<file path="src/ppcf_pkg.sv">
// ============================================================================
// Plane penalty contact force package
// Shared widths, operation and register codes, the contact bitmap write
// request, and the Q16.16 rounding and saturation helpers.
// ============================================================================
`default_nettype none

package ppcf_pkg;

    localparam int MAX_POINTS_DEF = 1024;
    localparam int IDX_W          = 10;
    localparam int Q_W            = 32;
    localparam int OP_W           = 2;
    localparam int CFG_IDX_W      = 3;
    localparam int GAIN_W         = 31;
    localparam int RANGE_W        = 11;
    localparam int PROD_W         = 64;
    localparam int RND_W          = PROD_W - 16;

    localparam logic [OP_W-1:0] OP_FORCE   = 2'd0;
    localparam logic [OP_W-1:0] OP_DIFF    = 2'd1;
    localparam logic [OP_W-1:0] OP_REFRESH = 2'd2;

    localparam logic [CFG_IDX_W-1:0] CFG_NORMAL_X     = 3'd0;
    localparam logic [CFG_IDX_W-1:0] CFG_NORMAL_Y     = 3'd1;
    localparam logic [CFG_IDX_W-1:0] CFG_NORMAL_Z     = 3'd2;
    localparam logic [CFG_IDX_W-1:0] CFG_PLANE_OFFSET = 3'd3;
    localparam logic [CFG_IDX_W-1:0] CFG_STIFFNESS    = 3'd4;
    localparam logic [CFG_IDX_W-1:0] CFG_DAMPING      = 3'd5;
    localparam logic [CFG_IDX_W-1:0] CFG_RANGE_FIRST  = 3'd6;
    localparam logic [CFG_IDX_W-1:0] CFG_RANGE_LAST   = 3'd7;

    typedef struct packed {
        logic             en;
        logic [IDX_W-1:0] idx;
        logic             value;
    } t_bit_wr;

    // Rounds a Q32.32 product to Q32.16, half up.
    function automatic logic signed [RND_W-1:0] rnd16(input logic signed [PROD_W-1:0] v);
        logic signed [PROD_W-1:0] q;
        q = v + 64'sd32768;
        return q[PROD_W-1:16];
    endfunction

    function automatic logic signed [Q_W-1:0] sat32(input logic signed [PROD_W-1:0] v);
        logic signed [Q_W-1:0] r;
        if (v > 64'sd2147483647) begin
            r = 32'sh7FFFFFFF;
        end else if (v < -64'sd2147483648) begin
            r = 32'sh80000000;
        end else begin
            r = v[Q_W-1:0];
        end
        return r;
    endfunction

endpackage

`default_nettype wire

</file>
<file path="src/ppcf_contact_mem.sv">
// ============================================================================
// Plane penalty contact bitmap
// One contact bit per point with one write and one registered read per cycle.
// A write in the same cycle as a read of the same point is forwarded. After
// reset a sweep clears every entry, one per cycle, while busy is high.
// ============================================================================
`default_nettype none

module ppcf_contact_mem #(
    parameter int MAX_POINTS = ppcf_pkg::MAX_POINTS_DEF
) (
    input  wire                        i_clk,
    input  wire                        i_rst_n,
    input  wire ppcf_pkg::t_bit_wr     i_wr,
    input  wire                        i_rd_en,
    input  wire [ppcf_pkg::IDX_W-1:0]  i_rd_idx,
    output logic                       o_rd_bit,
    output logic                       o_busy
);
    import ppcf_pkg::*;

    localparam int          AW    = (MAX_POINTS > 1) ? $clog2(MAX_POINTS) : 1;
    localparam logic [31:0] DEPTH = 32'(MAX_POINTS);
    localparam logic [AW-1:0] LAST = AW'(MAX_POINTS - 1);

    logic          r_mem [0:MAX_POINTS-1];
    logic          r_busy;
    logic [AW-1:0] r_clr_cnt;
    logic          r_rd_bit;

    logic          wr_ok;
    logic          rd_ok;
    logic [AW-1:0] wr_addr;
    logic [AW-1:0] rd_addr;

    assign wr_ok   = i_wr.en && (32'(i_wr.idx) < DEPTH);
    assign rd_ok   = 32'(i_rd_idx) < DEPTH;
    assign wr_addr = AW'(i_wr.idx);
    assign rd_addr = AW'(i_rd_idx);

    always_ff @(posedge i_clk) begin
        if (!i_rst_n) begin
            r_busy    <= 1'b1;
            r_clr_cnt <= '0;
        end else if (r_busy) begin
            r_clr_cnt <= r_clr_cnt + 1'b1;
            if (r_clr_cnt == LAST) begin
                r_busy <= 1'b0;
            end
        end
    end

    always_ff @(posedge i_clk) begin
        if (r_busy) begin
            r_mem[r_clr_cnt] <= 1'b0;
        end else if (wr_ok) begin
            r_mem[wr_addr] <= i_wr.value;
        end
    end

    always_ff @(posedge i_clk) begin
        if (i_rd_en) begin
            if (!rd_ok) begin
                r_rd_bit <= 1'b0;
            end else if (wr_ok && (i_wr.idx == i_rd_idx)) begin
                r_rd_bit <= i_wr.value;
            end else begin
                r_rd_bit <= r_mem[rd_addr];
            end
        end
    end

    assign o_rd_bit = r_rd_bit;
    assign o_busy   = r_busy;

endmodule

`default_nettype wire

</file>
<file path="config.mk">
export PLATFORM = sky130hd
export DESIGN_NAME = ppcf_contact_mem
export DESIGN_NICKNAME = d
export VERILOG_FILES = /design/src/ppcf_pkg.sv /design/src/ppcf_contact_mem.sv
export SDC_FILE = /design/constraint.sdc
export NUM_CORES = 1
export LEC_CHECK = 0
export ABC_AREA = 1
export BUFFER_PORTS_ARGS = -buffer_cell sky130_fd_sc_hd__buf_2
export CORE_MARGIN = 5
export CORE_UTILIZATION = 45
export CTS_CLUSTER_SIZE = 14
export DETAILED_ROUTE_END_ITERATION = 10
export HOLD_SLACK_MARGIN = 0.08
export SYNTH_ARGS = -nofsm -noshare
export SYNTH_HDL_FRONTEND = slang
export SYNTH_SLANG_ARGS = --single-unit
</file>
<file path="constraint.sdc">
create_clock -name i_clk -period 59.2 [get_ports i_clk]
set_input_delay 11.84 -clock i_clk [delete_from_list [all_inputs] [get_ports i_clk]]
set_output_delay 11.84 -clock i_clk [all_outputs]
set_load 0.02 [all_outputs]
</file>
==> impl_metrics.yaml <==
pwr:
  power_frac_comb: 0.057
  p_int_uw: 1200
  cellPowerDensity_mw_per_mm2: 30.29
  p_leak_uw: 0.01641
  clkPwrFrac: 0.430
  switching_power_uw: 349.3
  peakVddDrop_uv: 25.56
  power.share.sequential: 0.513
  p_sw_frac: 0.2254
detailed_routing:
  wl_per_cell_um: 22.79
  firstDrtPassIters: 6
  post-route-drc-count: 0
  drtIter0Drc: 4022
  avgViaCountPerCell: 5.662
  dr_total_vias: 34405
  final_antenna_net_count: 0
  routed_wl_um: 138500
floorplanning:
  die_x_um: 332.7
  die_y_um: 332.7
  start_util: 0.4528
  pin_count: 27
  placementRows: 118
  coreArea_sq_mm: 0.1035
  die_area_sq_mm: 0.1107
final_layout:
  finalNonFillerCells: 6077
  stdcell_area_sq_mm: 0.05117
  drive_above_1_share: 0.06886
  final_common_cell: "nand2_1"
  area_growth_pct: 9.190
  n_fill_cell: 9554
  final_cell_mix: "1109 x nand2_1, 1055 x nor2_1, 1025 x edfxtp_1, 1012 x nand3_1, 111 x clkbuf_16"
  layout.nets: 4626
synthesis:
  yosys_warnings: 0
  syn_inst: 4809
  yosysSeqAreaShare: 0.6615
  async_reset_ff_frac: 0
  synth_edf_count: 1025
  ys_types: 31
  synthFlopType: "edfxtp_1"
  synth_area_per_cell_sq_um: 9.744
  synth.cell_area_sq_mm: 0.04686
  ys_seq_elements: 1036
  syn_nets: 4835
clocking:
  ctsRootBufferMaster: "clkbuf_16"
  clkSlewWorstSetupHoldPaths_ns: 0.06
  cts_buffers: 108
  cts_tree: "built"
  ctsResizeCount: 0
  ctsLongestPathBuffers: 3
  htreeDepth: 3
  clk_latency_ns: 0.67
  ctsHoldBuffers: 0
  clock_sink_count: 1036
  post-cts-setup-buffers: 0
critical_path:
  critical_path_required_ns: 59.75
  crit_fanout: 217
  end_kind: "flop"
  crit_type: "in -> reg"
  worstPathArrival_ns: 16.00
  start_kind: "input port"
timing:
  setup_viol: 0
  tightest_slew_ns: 1.250
  hold_viol_final: 0
  fin_crit_ns: 15.45
  setup_ws_ns: 43.75
  slew_violations: 0
  timing.hold.ws_ns: 0.5146
  slew_headroom: 0.1645
  fmaxAchievable_ghz: 0.06471
  period_share: 0.2610
  fin_tns_setup_ns: 0
  rsz0062_at_grt: "no"
  fin_skew_ns: 0.02005
placed_design:
  place_ws_ns: 43.10
  gp_congestion: 0.8595
  dp.final_hpwl_um: 69410
  place_area_sq_mm: 0.04773
  numPortBuffers: 26
  placed_cells: 5870
outcome:
  status: "finished, final reports clean"
global_routing:
  antenna_found_initial: 6
  grt_pass1_vias: 32371
  grt_first_pass_wirelength_um: 204100
  overflow: 0
  grt_usage: 0.2421
  grt_max_degree: 268
worst_hold_path:
  min_path_type: "reg -> reg"
job:
  maxCapViolations: 0
==> power groups by stage <==
stage / combinational (uW) / clock (uW) / sequential [uW]
detailed placement: 87.4 / 0 / 810
global route: 96.2 / 706 / 794
CTS: 87.6 / 675 / 794
finish: 88.5 / 667 / 794
floorplan: 56.7 / 0 / 810
global placement: 87.3 / 0 / 810
==> area by class of cell <==
cell class	instances	area, sq um	area share
diodes	6	15.01	0.0002934
clock buffers	130	2849	0.05568
clock inverters	71	575.6	0.01125
inverters	70	284.0	0.005551
multi-input cells	3284	13930	0.2722
flip-flops and latches	1036	31000	0.6058
well taps	1380	1727	0.03375
repair buffers	100	789.5	0.01543
==> registers in the layout, indices dropped and copies added (netlist names) <==
register   count
o_busy         1
o_rd_bit       1
r_clr_cnt     10
r_mem       1024
==> critical path, cell delays in order <==
cell     delay (ns)
buf_8          0.26
inv_8          0.59
buf_12         0.73
buf_12         0.67
nand2_1        0.12
nand3_1        0.10
nand3_1        0.08
nand3_1        0.14
nand3_1        0.14
nand3_1        0.12
nand2_1        0.18
nand2_1        0.10
nand3_1        0.09
nand3_1        0.10
nand3_1        0.09
nand2_1        0.07
nand2_1        0.05
nand2_1        0.05
==> per-stage QoR <==
stage                     utilization  power (uW)
final                          0.4944        1550
after global routing           0.4942        1596
after CTS                      0.4942        1557
after detailed placement       0.4612       897.3
after global placement         0.4612       897.1
after floorplan                     -       866.3
==> worst paths after layout <==
check	startpoint	endpoint	slack, ns	depth (start not counted)
max	i_rd_idx[0]	o_rd_bit$_DFFE_PP_	43.75	18
max reg2reg	o_busy$_SDFF_PN1_	r_mem[115]$_DFFE_PP_	54.98	6
min	r_clr_cnt[5]$_SDFFE_PN0P_	r_clr_cnt[5]$_SDFFE_PN0P_	0.51	2
min reg2reg	r_clr_cnt[5]$_SDFFE_PN0P_	r_clr_cnt[5]$_SDFFE_PN0P_	0.51	2
==> per-layer routing <==
layer | vias to the layer above | wire length, um | track usage
li1 | 15798 | - | -
met5 | - | 0 | 0
met1 | 16954 | 56320 | 0.3317
met3 | 230 | 12890 | 0.04000
met2 | 1423 | 65070 | 0.3995
met4 | 0 | 4223 | 0.07528
==> kinds of logic after synthesis <==
group                      count (synthesis)  share of synthesized area
and+or+nand+nor                         3245                     0.2891
DFF                                     1036                     0.6615
buffers and inverters                    489                    0.04392
adders and majority gates                  1                  0.0002670
AOI/OAI and AO/OA                         33                   0.004219
xor gates and xnor gates                   5                  0.0009347
==> synth_stat cells, types with 3 or more instances <==
library cell,instances,area [sq um]
inv_2,16,60.06
inv_1,52,195.2
nand3_1,1026,5135
nor2_1,1056,3964
a21oi_1,10,50.05
buf_2,151,755.7
xor2_1,3,26.28
buf_1,39,146.4
dfxtp_1,11,220.2
o21ai_0,10,50.05
nand2_1,1128,4234
o21ai_1,4,20.02
buf_4,5,37.54
clkbuf_1,222,833.3
edfxtp_1,1025,30780
o21ai_2,6,52.55
nor2_2,9,56.30
nor3_1,16,80.08
(Power assumes the default switching activity.)
